**src/jar_pkg.sv**
```systemverilog
// Shared constants, types and functions for the joystick average region ring block.
// Used by jar_lane, jar_merge and joystick_average_region_ring; no dependencies.
package jar_pkg;

  localparam int SAMPLE_W   = 12;
  localparam int SUM_W      = 16;
  localparam int REGION_W   = 4;
  localparam int RING_LEDS  = 12;
  localparam int WINDOW     = 10;
  localparam int SLOT_W     = (WINDOW > 1) ? $clog2(WINDOW) : 1;

  // floor(sum / WINDOW) == (sum * RECIP) >> RECIP_SHIFT for every SUM_W-bit sum
  localparam int RECIP_SHIFT = SUM_W + $clog2(WINDOW);
  localparam int RECIP_W     = SUM_W + 1;
  localparam logic [RECIP_W-1:0] RECIP =
    RECIP_W'(((64'd1 << RECIP_SHIFT) + 64'(WINDOW) - 64'd1) / 64'(WINDOW));
  localparam int PROD_W      = SUM_W + RECIP_W;

  localparam int IN_DATA_W  = 24;
  localparam int OUT_DATA_W = 40;
  localparam int ADDR_W     = 3;
  localparam int PDATA_W    = 32;

  localparam logic [SAMPLE_W-1:0] LOW_THRESHOLD_RESET  = SAMPLE_W'(1365);
  localparam logic [SAMPLE_W-1:0] HIGH_THRESHOLD_RESET = SAMPLE_W'(2730);

  typedef enum logic {
    REG_LOW_THRESHOLD  = 1'b0,
    REG_HIGH_THRESHOLD = 1'b1
  } reg_index_t;

  typedef enum logic [1:0] {
    BAND_LOW  = 2'd0,
    BAND_MID  = 2'd1,
    BAND_HIGH = 2'd2
  } band_t;

  typedef struct packed {
    logic [SAMPLE_W-1:0] low_threshold;
    logic [SAMPLE_W-1:0] high_threshold;
  } thresholds_t;

  typedef struct packed {
    logic [SAMPLE_W-1:0]  y_average;
    logic [SAMPLE_W-1:0]  x_average;
    logic [RING_LEDS-1:0] led_mask;
    logic [REGION_W-1:0]  region;
  } result_t;

  function automatic band_t band_of(input logic [SAMPLE_W-1:0] avg,
                                    input thresholds_t th);
    band_t b;
    if (avg < th.low_threshold) begin
      b = BAND_LOW;
    end else if (avg < th.high_threshold) begin
      b = BAND_MID;
    end else begin
      b = BAND_HIGH;
    end
    return b;
  endfunction

  function automatic logic [RING_LEDS-1:0] ring_mask(input logic [REGION_W-1:0] region);
    logic [RING_LEDS-1:0] m;
    case (region)
      4'd0:    m = 12'h180;
      4'd1:    m = 12'h0E0;
      4'd2:    m = 12'h030;
      4'd3:    m = 12'h700;
      4'd4:    m = 12'h000;
      4'd5:    m = 12'h01C;
      4'd6:    m = 12'hC00;
      4'd7:    m = 12'h803;
      4'd8:    m = 12'h006;
      default: m = 12'h000;
    endcase
    return m;
  endfunction

endpackage

```
**src/jar_lane.sv**
```systemverilog
// One axis lane: sample history, running sum and reciprocal divide by the window length.
// Depends on jar_pkg.
module jar_lane (
  input  logic                          clk,
  input  logic                          rst,
  input  logic                          load,
  input  logic [jar_pkg::SLOT_W-1:0]    slot,
  input  logic [jar_pkg::SAMPLE_W-1:0]  sample,
  input  logic                          advance,
  output logic [jar_pkg::SAMPLE_W-1:0]  average
);

  logic [jar_pkg::SAMPLE_W-1:0] history [jar_pkg::WINDOW];
  logic [jar_pkg::SUM_W-1:0]    sum;
  logic [jar_pkg::SUM_W-1:0]    sum_next;
  logic [jar_pkg::PROD_W-1:0]   product;

  assign sum_next = jar_pkg::SUM_W'(sum - jar_pkg::SUM_W'(history[slot])
                                        + jar_pkg::SUM_W'(sample));
  assign product  = jar_pkg::PROD_W'(sum) * jar_pkg::PROD_W'(jar_pkg::RECIP);

  always_ff @(posedge clk) begin
    if (rst) begin
      sum <= '0;
      for (int i = 0; i < jar_pkg::WINDOW; i++) begin
        history[i] <= '0;
      end
    end else if (load) begin
      sum           <= sum_next;
      history[slot] <= sample;
    end
  end

  always_ff @(posedge clk) begin
    if (advance) begin
      average <= product[jar_pkg::RECIP_SHIFT +: jar_pkg::SAMPLE_W];
    end
  end

endmodule

```
**src/jar_merge.sv**
```systemverilog
// Merging stage: bands both lane averages, forms the region and LED mask, holds the result.
// Depends on jar_pkg.
module jar_merge (
  input  logic                          clk,
  input  logic                          rst,
  input  logic                          in_valid,
  output logic                          in_ready,
  input  logic [jar_pkg::SAMPLE_W-1:0]  x_average,
  input  logic [jar_pkg::SAMPLE_W-1:0]  y_average,
  input  jar_pkg::thresholds_t          thresholds,
  output logic                          out_valid,
  input  logic                          out_ready,
  output jar_pkg::result_t              result
);

  jar_pkg::band_t           x_band;
  jar_pkg::band_t           y_band;
  logic [jar_pkg::REGION_W-1:0] region;

  assign x_band   = jar_pkg::band_of(x_average, thresholds);
  assign y_band   = jar_pkg::band_of(y_average, thresholds);
  assign region   = jar_pkg::REGION_W'(3 * jar_pkg::REGION_W'(y_band))
                  + jar_pkg::REGION_W'(x_band);
  assign in_ready = !out_valid || out_ready;

  always_ff @(posedge clk) begin
    if (rst) begin
      out_valid <= 1'b0;
    end else if (in_ready) begin
      out_valid <= in_valid;
    end
  end

  always_ff @(posedge clk) begin
    if (in_ready && in_valid) begin
      result.region    <= region;
      result.led_mask  <= jar_pkg::ring_mask(region);
      result.x_average <= x_average;
      result.y_average <= y_average;
    end
  end

endmodule

```
**src/joystick_average_region_ring.sv**
```systemverilog
// Top level of the joystick average region ring block: APB registers, slot counter, lanes.
// Depends on jar_pkg, jar_lane and jar_merge.
//
// Input stream s_*: one request per accepted beat carries an x and a y 12-bit sample.
// Output stream m_*: one result per request, in order: region code, ring LED mask
// and the truncated window averages of both axes.
// APB port: register 0 (low threshold) at address 0, register 1 (high threshold) at 4.
// Write the thresholds only while no request is in flight.
// Path: an accepted request passes the running sum update, the reciprocal multiply
// and the band and mask lookup into the output register, each registered in turn.
// Throughput: one request per cycle while the output is taken, set by the running
// sum update in each lane.
// Reset clears the histories, running sums, write slot and all valid flags, and
// loads the default thresholds.
// When the receiver stalls, the output register holds its result; the two stages
// ahead of it still fill, then s_tready drops until the output is taken.
module joystick_average_region_ring (
  input  logic                             clk,
  input  logic                             rst,
  // APB configuration port
  input  logic                             psel,
  input  logic                             penable,
  input  logic                             pwrite,
  input  logic [jar_pkg::ADDR_W-1:0]       paddr,
  input  logic [jar_pkg::PDATA_W-1:0]      pwdata,
  output logic [jar_pkg::PDATA_W-1:0]      prdata,
  output logic                             pready,
  // input stream
  input  logic                             s_tvalid,
  output logic                             s_tready,
  input  logic [jar_pkg::IN_DATA_W-1:0]    s_tdata,   // x_sample[11:0], y_sample[23:12]
  // output stream
  output logic                             m_tvalid,
  input  logic                             m_tready,
  output logic [jar_pkg::OUT_DATA_W-1:0]   m_tdata    // region[3:0], led_mask[15:4],
                                                      // x_average[27:16], y_average[39:28]
);

  jar_pkg::thresholds_t          thresholds;
  jar_pkg::reg_index_t           reg_index;
  logic                          cfg_write;
  logic [jar_pkg::SLOT_W-1:0]    slot;
  logic [jar_pkg::SLOT_W-1:0]    slot_next;
  logic                          valid_a;
  logic                          valid_b;
  logic                          ready_b;
  logic                          ready_o;
  logic                          accept;
  logic                          advance;
  logic [jar_pkg::SAMPLE_W-1:0]  x_average;
  logic [jar_pkg::SAMPLE_W-1:0]  y_average;
  jar_pkg::result_t              result;

  assign pready    = 1'b1;
  assign reg_index = jar_pkg::reg_index_t'(paddr[2]);
  assign cfg_write = psel && penable && pwrite && pready;

  always_comb begin
    case (reg_index)
      jar_pkg::REG_LOW_THRESHOLD:
        prdata = jar_pkg::PDATA_W'(thresholds.low_threshold);
      jar_pkg::REG_HIGH_THRESHOLD:
        prdata = jar_pkg::PDATA_W'(thresholds.high_threshold);
      default:
        prdata = '0;
    endcase
  end

  always_ff @(posedge clk) begin
    if (rst) begin
      thresholds.low_threshold  <= jar_pkg::LOW_THRESHOLD_RESET;
      thresholds.high_threshold <= jar_pkg::HIGH_THRESHOLD_RESET;
    end else if (cfg_write) begin
      case (reg_index)
        jar_pkg::REG_LOW_THRESHOLD:
          thresholds.low_threshold  <= pwdata[jar_pkg::SAMPLE_W-1:0];
        jar_pkg::REG_HIGH_THRESHOLD:
          thresholds.high_threshold <= pwdata[jar_pkg::SAMPLE_W-1:0];
        default: ;
      endcase
    end
  end

  assign ready_b  = !valid_b || ready_o;
  assign s_tready = !valid_a || ready_b;
  assign accept   = s_tvalid && s_tready;
  assign advance  = valid_a && ready_b;

  assign slot_next = (slot == jar_pkg::SLOT_W'(jar_pkg::WINDOW - 1)) ? '0
                   : jar_pkg::SLOT_W'(slot + 1'b1);

  always_ff @(posedge clk) begin
    if (rst) begin
      slot    <= '0;
      valid_a <= 1'b0;
      valid_b <= 1'b0;
    end else begin
      if (accept) begin
        slot <= slot_next;
      end
      if (s_tready) begin
        valid_a <= s_tvalid;
      end
      if (ready_b) begin
        valid_b <= valid_a;
      end
    end
  end

  jar_lane u_lane_x (
    .clk     (clk),
    .rst     (rst),
    .load    (accept),
    .slot    (slot),
    .sample  (s_tdata[jar_pkg::SAMPLE_W-1:0]),
    .advance (advance),
    .average (x_average)
  );

  jar_lane u_lane_y (
    .clk     (clk),
    .rst     (rst),
    .load    (accept),
    .slot    (slot),
    .sample  (s_tdata[2*jar_pkg::SAMPLE_W-1:jar_pkg::SAMPLE_W]),
    .advance (advance),
    .average (y_average)
  );

  jar_merge u_merge (
    .clk        (clk),
    .rst        (rst),
    .in_valid   (valid_b),
    .in_ready   (ready_o),
    .x_average  (x_average),
    .y_average  (y_average),
    .thresholds (thresholds),
    .out_valid  (m_tvalid),
    .out_ready  (m_tready),
    .result     (result)
  );

  assign m_tdata = result;

  a_slot_range: assert property (@(posedge clk) disable iff (rst)
    slot <= jar_pkg::SLOT_W'(jar_pkg::WINDOW - 1))
    else $error("write slot beyond window");

  a_region_range: assert property (@(posedge clk) disable iff (rst)
    m_tvalid |-> m_tdata[jar_pkg::REGION_W-1:0] <= jar_pkg::REGION_W'(8))
    else $error("region code out of range");

  a_center_dark: assert property (@(posedge clk) disable iff (rst)
    (m_tvalid && m_tdata[jar_pkg::REGION_W-1:0] == jar_pkg::REGION_W'(4))
      |-> m_tdata[jar_pkg::REGION_W +: jar_pkg::RING_LEDS] == '0)
    else $error("center region lights LEDs");

  a_stage_order: assert property (@(posedge clk) disable iff (rst)
    $rose(valid_b) |-> $past(valid_a))
    else $error("multiply stage filled without a request ahead");

endmodule

```
**config.mk**
```make
export PLATFORM = sky130hd
export DESIGN_NAME = joystick_average_region_ring
export DESIGN_NICKNAME = d
export VERILOG_FILES = /design/src/jar_pkg.sv /design/src/jar_lane.sv /design/src/jar_merge.sv /design/src/joystick_average_region_ring.sv
export SDC_FILE = /design/constraint.sdc
export NUM_CORES = 1
export LEC_CHECK = 0
export ABC_AREA = 1
export BUFFER_PORTS_ARGS = -buffer_cell sky130_fd_sc_hd__buf_4
export CORE_MARGIN = 2
export CORE_UTILIZATION = 40
export CTS_BUF_LIST = sky130_fd_sc_hd__clkbuf_8
export CTS_CLUSTER_DIAMETER = 200
export DETAILED_ROUTE_END_ITERATION = 16
export HOLD_SLACK_MARGIN = 0.12
export MAX_ROUTING_LAYER = met4
export PLACE_DENSITY = 0.65
export SLEW_MARGIN = 20
export SYNTH_ARGS = -nofsm -noshare
export SYNTH_HDL_FRONTEND = slang
export SYNTH_SLANG_ARGS = --single-unit
```
**constraint.sdc**
```tcl
create_clock -name clk -period 6.6 [get_ports clk]
set_clock_uncertainty 0.05 [all_clocks]
set_input_delay 0.66 -clock clk [delete_from_list [all_inputs] [get_ports clk]]
set_output_delay 0.66 -clock clk [all_outputs]
set_load 0.02 [all_outputs]
```
==> summary.md, run 1 <==
| Metric | Value |
|---|---|
| Worst-Margin Slew | `1130 ps` |
| Final Wtd Congestion | `0.937` |
| Share of cells above drive strength 1 | `8.01%` |
| TritonRoute pass-1 iters | `6` |
| Post-synth top area share | `around two fifths` |
| Total GRT Usage | `21.4%` |
| Initial Util | `40.5%` |
| Fin Setup TNS | `0 ps` |
| Startpoint class of the critical path | `flip-flop` |
| CTS tree | `yes` |
| Worst EP arrival | `5640 ps` |
| Drt wl/cell | `18.4 microns` |
| Met3 routed WL | `6080 microns` |
| Min Tclk post-route | `approximately 5300 ps` |
| Maximum root-to-sink buffer count | `3` |
| Routed met2 length | `43,100 microns` |
| Post-CTS Setup Inserts | `0` |
| Post-layout nets | `4,266` |
| Status | `finished, final reports clean` |
| CP peak stage delay | `530 ps` |
| Fmax | `0.190 GHz` |
| Largest net degree at the start of global routing | `87` |
| Uppermost routed layer | `met4` |
| Core area | `83,800 sq um` |
| Buffer and inverter count on the worst path | `7` |
| Synth Warn # | `0` |
| Yosys top cell by area | `edfxtp_1` |
| Post-route ant nets | `0` |
| Final Slew Violations | `0` |
| Clock-pin slew on the worst setup and hold paths | `roughly 60 ps` |
| Ports | `141` |
| Die X | `about 300 microns` |
| Grt ovf | `0` |
| Crit path cell chain | `inv_1, ha_1, inv_1, ha_1, inv_1, fa_1, inv_1, fa_1, fa_1, inv_1, fa_1, inv_1, ha_1, nand2_1, inv_1, nand2_1, nor3_1, nand2_1, nor2_1, nor2_1, nand3_1, nand2_1` |
| Die area | `approximately 87,000 sq um` |
| CTS Buf Count | `87` |
| DIE HEIGHT | `approximately 300 microns` |
| Top Family by Delay on Critical Path | `adder cells` |
| Initial DRC Count | `1,943` |
| Syn avg cell area | `9.49 sq um` |
| DP HPWL | `61,700 microns` |
| # rows | `106` |
| Initial antenna violation count | `0` |
| CP max FO | `7` |
| Worst path slowest cell | `dfxtp_1` |
| RSZ-0062 raised after global routing | `false` |
| Mapped cell area | `34,000 sq um` |
| Fillers | `just over 8,000` |
| Clock sink count | `515` |
| Crit path kind | `reg2reg` |
| Synth unique cells | `41` |
| CP most frequent cell | `inv_1` |
| Area Growth Syn to Fin | `10.8%` |
| Skew-Pair Late Insertion Delay | `710 ps` |
| Maxcap violations | `0` |
| Vias in the first global route | `roughly 25,000` |
| Resized cells post-CTS | `0` |
| #FFs+latches synth | `515` |
| Root Driver | `clkbuf_8` |
| Tcrit/Tclk final | `79.7%` |
| DR vias | `25,250` |
| CP endpoint kind | `flip-flop` |
| # DRC | `0` |
| Slew headroom | `around a quarter` |
| Final setup viols | `0` |
| Sequential area share after synthesis | `43.5%` |
| Synth area leaders | `edfxtp_1 40%, ha_1 12%, fa_1 11%, inv_1 6.3%, nor2_1 6.0%` |
| Buffers on Ports | `97` |
| Worst min path class | `in2reg` |
| Synth Instances | `approximately 3,600` |
| First-pass GRT wire length | `140,000 microns` |
| Final WL | `89,900 microns` |
| DRT met1 WL | `38,800 microns` |
| Via density | `5.16` |
| Final Hold Vio Count | `0` |
| Max H-tree Level | `3` |
| Worst EP required | `~7000 ps` |
-- flip-flops by register name (all words and copies together) (netlist names), named ones only --
| signal | cells |
|---|---|
| u_lane_y.history | 192 |
| u_merge.result | 40 |
| u_merge.out_valid | 1 |
| u_lane_x.history | 192 |
| u_lane_x.average | 12 |
| thresholds | 24 |
| slot | 4 |
| valid_b | 1 |
| u_lane_y.sum | 16 |
| valid_a | 1 |
| u_lane_y.average | 12 |
| u_lane_x.sum | 16 |
-- synthesized netlist by cell type (all sizes together) --
cell	number
buf	60
xnor2	5
nor2	552
a211oi	2
conb	2
nand3b	8
nor3b	1
nand2	493
edfxtp	448
o21ai	299
o211ai	23
a21oi	130
nor4	3
nand3	115
and3	3
dfxtp	67
nor3	12
clkinv	1
fa	184
and2	1
o221ai	74
a21o	9
o21a	5
nand4	22
xor2	18
clkbuf	76
nor2b	1
ha	332
o21bai	10
o22ai	31
inv	592
-- repair_timing --
action                                  in CTS  in global routing
hold endpoints to repair                     8                  0
hold buffers                                 8                  0
endpoints found under the setup margin       0                  0
-- cell usage in the layout, fill, tap and decap left out, types with 10 or more instances in the layout --
cell type and n:
buf_4 123, clkbuf_8 91, o21ai_0 298, inv_1 598, dfxtp_1 64, o21bai_1 10
inv_2 23, nand2_2 15, o221ai_1 74, nand4_1 22, ha_1 332, o211ai_1 23
clkinv_1 18, nor2_1 540, edfxtp_1 448, conb_1 21, a21oi_1 129, nand3_1 114
nand2_1 476, xor2_1 18, o22ai_1 31, nor3_1 10, fa_1 184
-- worst reg2reg max path: stages (launching register included) --
cell	delay, ps
dfxtp_1	530
inv_1	140
ha_1	370
inv_1	160
ha_1	170
inv_1	60
fa_1	530
inv_1	50
fa_1	450
fa_1	530
inv_1	60
fa_1	520
inv_1	50
ha_1	370
nand2_1	160
inv_1	80
nand2_1	70
nor3_1	280
nand2_1	80
nor2_1	100
nor2_1	60
nand3_1	60
nand2_1	60
-- area by class of cell --
class / count / area, sq um / share of cell area (%)
diodes: 2 / 5.00 / 0.0133
clock buffers: 91 / 1250 / 3.33
clock inverters: 70 / 452 / 1.20
inverters: 593 / 2230 / 5.92
multi-input cells: 2354 / 16400 / 43.7
flip-flops and latches: 515 / 14800 / 39.3
well taps: 1134 / 1420 / 3.77
repair buffers: 133 / 1040 / 2.77
-- worst paths after layout --
path	depth (start not counted)	slack [ps]	startpoint	endpoint
max reg2reg	22	1340	u_lane_x.sum[14]	u_lane_x.average[5]
min	3	170	pwdata[7]	thresholds[7]
min reg2reg	2	450	valid_b	u_merge.out_valid
max	22	1340	u_lane_x.sum[14]	u_lane_x.average[5]
-- stage by stage --
step | hold WS [ps] | std cells | utilization, % | worst slack [ps] | area, sq um
2_1_floorplan | 389 | 3598 | - | 1960 | 34100
3_3_place_gp | 443 | 4721 | 42.8 | 1450 | 35900
3_5_place_dp | 449 | 4721 | 42.8 | 1360 | 35900
4_1_cts | 124 | 4890 | 44.9 | 1330 | 37600
5_1_grt | 167 | 4890 | 44.9 | 939 | 37600
6_report | 166 | 4892 | 44.9 | 1340 | 37600
-- routing by layer --
metal,vias to the layer above,GRT usage [%]
met5,-,-
met4,0,5.36
met3,154,3.18
met2,917,35.5
met1,12084,27.5
li1,12095,-
-- cell families after synthesis --
| kind of cell | Yosys count | share of synthesized area, % |
|---|---|---|
| AO/OA/AOI/OAI | 583 | 9.88 |
| XOR/XNOR | 23 | 0.593 |
| adder cells (fa/ha/maj) | 516 | 23.1 |
| buffers and inverters | 729 | 8.45 |
| flip-flops | 515 | 43.5 |
| other | 2 | 0.0221 |
| AND/OR/NAND/NOR | 1211 | 14.4 |
Power of run 1 is left out: the tool's default activity adds up to more than one toggle a clock period on the data nets, which glitch-free logic cannot reach.
==> inputs of run 2 (changes only) <==
==> constraint.sdc (replaced) <==
create_clock -name clk -period 5.4 [get_ports clk]
set_clock_uncertainty 0.05 [all_clocks]
set_input_delay 0.54 -clock clk [delete_from_list [all_inputs] [get_ports clk]]
set_output_delay 0.54 -clock clk [all_outputs]
set_load 0.02 [all_outputs]
==> summary.md, run 2 (synthesized netlist as in run 1, its figures left out) <==
| Metric | Value |
|---|---|
| Via density | `5.15 (-0.32%)` |
| Core area | `83,800 sq um (unchanged)` |
| Reg2reg setup slack | `340 ps (-1000 ps)` |
| Startpoint class of the critical path | `flip-flop` |
| Initial DRC Count | `2,140 (+10%)` |
| Dpl ws | `373 ps (-988 ps)` |
| Min Tclk post-route | `5060 ps (-203 ps)` |
| Resized cells post-CTS | `0 (unchanged)` |
| Commonest cells after routing, fill and taps aside | `609 x inv_1, 540 x nor2_1, 478 x nand2_1` |
| Root Driver | `clkbuf_8` |
| Maxcap violations | `0 (unchanged)` |
| Buffers on Ports | `97 (unchanged)` |
| Met1 Use GR | `28.4% (+0.85 points)` |
| Status | `finished, final reports clean` |
| Worst EP arrival | `5430 ps (-210 ps)` |
| Grt met3 use | `2.65% (-0.53 points)` |
| Slew headroom | `22.4% (-1.9 points)` |
| CP max FO | `6 (-1)` |
| # rows | `106 (unchanged)` |
| Critical Path Source | `u_lane_x.sum[3]` |
| DP HPWL | `63,200 microns (+2.4%)` |
| Worst-Margin Slew | `1160 ps (+27.9 ps)` |
| Maximum root-to-sink buffer count | `3 (unchanged)` |
| TritonRoute pass-1 iters | `8 (+2)` |
| Final WL | `90,400 microns (+0.58%)` |
| Post-route ant nets | `0 (unchanged)` |
| Capturing point of the worst reg2reg path | `u_lane_x.average[5]` |
| Largest net degree at the start of global routing | `77 (-11%)` |
| Drt wl/cell | `18.3 microns (-0.14%)` |
| Final Hold Vio Count | `0 (unchanged)` |
| RSZ-0062 raised after global routing | `false` |
| Post-layout nets | `4,305 (+0.91%)` |
| Setup crit end | `u_lane_x.average[5]` |
| Fmax | `0.198 GHz (+4.0%)` |
| Initial antenna violation count | `1 (+1)` |
| CP endpoint kind | `flip-flop` |
| Final Slew Violations | `0 (unchanged)` |
| DIE HEIGHT | `295 microns (unchanged)` |
| Fin Setup TNS | `0 ps (unchanged)` |
| Max H-tree Level | `3 (unchanged)` |
| Worst min path class | `in2reg` |
| Global route hottest layer | `met2` |
| Largest registers | `u_lane_x.history x192, u_lane_y.history x192, u_merge.result x40` |
| Skew-Pair Late Insertion Delay | `730 ps (+20 ps)` |
| Post-place instance area | `36,100 sq um (+0.70%)` |
| Final Wtd Congestion | `0.914 (-2.4%)` |
| FF-to-FF path depth | `20 (-9.1%)` |
| Setup WS post-layout | `342 ps (-997 ps)` |
| DR vias | `25,350 (+0.40%)` |
| Share of cells above drive strength 1 | `8.57% (+0.56 points)` |
| Worst EP required | `5770 ps (-1210 ps)` |
| CTS tree | `yes` |
| Met2 GRT Util | `35.0% (-0.58 points)` |
| Area Growth Syn to Fin | `11.5%` |
| Total GRT Usage | `21.6% (+0.14 points)` |
| Crit path kind | `reg2reg` |
| Clock sink count | `515 (unchanged)` |
| Clock-pin slew on the worst setup and hold paths | `60 ps (about the same)` |
| Final setup viols | `0 (unchanged)` |
| Grt ovf | `0 (unchanged)` |
| Launching point of the worst reg2reg path | `u_lane_x.sum[3]` |
| Commonest non-fill, non-tap cell in the layout | `inv_1` |
| Tcrit/Tclk final | `93.7% (+14 points)` |
| Initial Util | `40.5% (unchanged)` |
| Vias in the first global route | `24,787 (-0.58%)` |
| Die area | `87,300 sq um (unchanged)` |
| Design Area, Final | `37,900 sq um (+0.66%)` |
| Die X | `295 microns (unchanged)` |
| Ports | `141 (unchanged)` |
| CTS Buf Count | `86 (-1.1%)` |
| First-pass GRT wire length | `141,000 microns (+0.35%)` |
| # DRC | `0 (unchanged)` |
| Post-CTS Setup Inserts | `0 (unchanged)` |
-- run 2: changes by cell type in the layout (fill, tap and decap cells not counted) --
cell,previous run,this run
inv_1,598,609
inv_8,1,0
nand2_2,15,13
buf_4,123,157
nand2_1,476,478
diode_2,2,1
clkinv_4,1,0
clkinv_1,18,11
clkbuf_8,91,89
dlygate4sd3_1,8,14
nor2_2,7,8
nor2_4,4,3
clkinv_2,8,4
-- run 2: metrics by stage --
stage	instances	hold slack, ps	util [%]
6_report	4927	186	45.2
5_1_grt	4927	174	45.2
4_1_cts	4926	150	45.2
3_5_place_dp	4755	427	43.1
3_3_place_gp	4755	408	43.1
2_1_floorplan	3598	389	-
-- run 2: area by class of cell --
type | count | area (sq um)
tap | 1134 | 1420
clock inverter | 68 | 427
multi-input combinational | 2354 | 16400
timing repair buffer | 173 | 1360
fill | 8122 | 45900
inverter | 593 | 2230
antenna | 1 | 2.50
clock buffer | 89 | 1220
sequential | 515 | 14800
-- run 2: worst min path at each step --
stage / from / to / cells past startpoint
floorplan: u_lane_x.average[0] / u_merge.result[16] / 0
global placement: u_lane_x.sum[13] / u_lane_x.sum[13] / 2
detailed placement: u_lane_x.sum[13] / u_lane_x.sum[13] / 2
CTS: rst / u_merge.out_valid / 2
global route: rst / u_merge.out_valid / 2
finish: s_tdata[6] / u_lane_x.history[7][6] / 3
-- run 2: repair_timing --
action                     in CTS  in global routing
setup endpoints to repair       0                  0
hold buffers                   14                  0
hold endpoints to repair       26                  0
-- run 2: critical path: stages (launching register included) --
cell and delay [ps]:
dfxtp_1 500, ha_1 270, inv_1 80, fa_1 530, inv_1 50, fa_1 450
fa_1 410, fa_1 550, inv_1 60, fa_1 470, inv_1 40, ha_1 360
nand2_1 150, inv_1 80, nand2_1 70, nor3_1 280, nand2_1 90, nor2_1 100
nor2_1 60, nand3_1 70, nand2_1 60
-- run 2: metal layers --
metal | wire length (microns) | part of all wire [%] | vias to the layer above
met5 | 0 | 0 | -
met4 | 2410 | 2.7 | 0
met1 | 39100 | 43 | 12125
met3 | 6250 | 6.9 | 152
met2 | 42600 | 47 | 906
li1 | - | - | 12167
Power of run 2 is left out for the same reason.
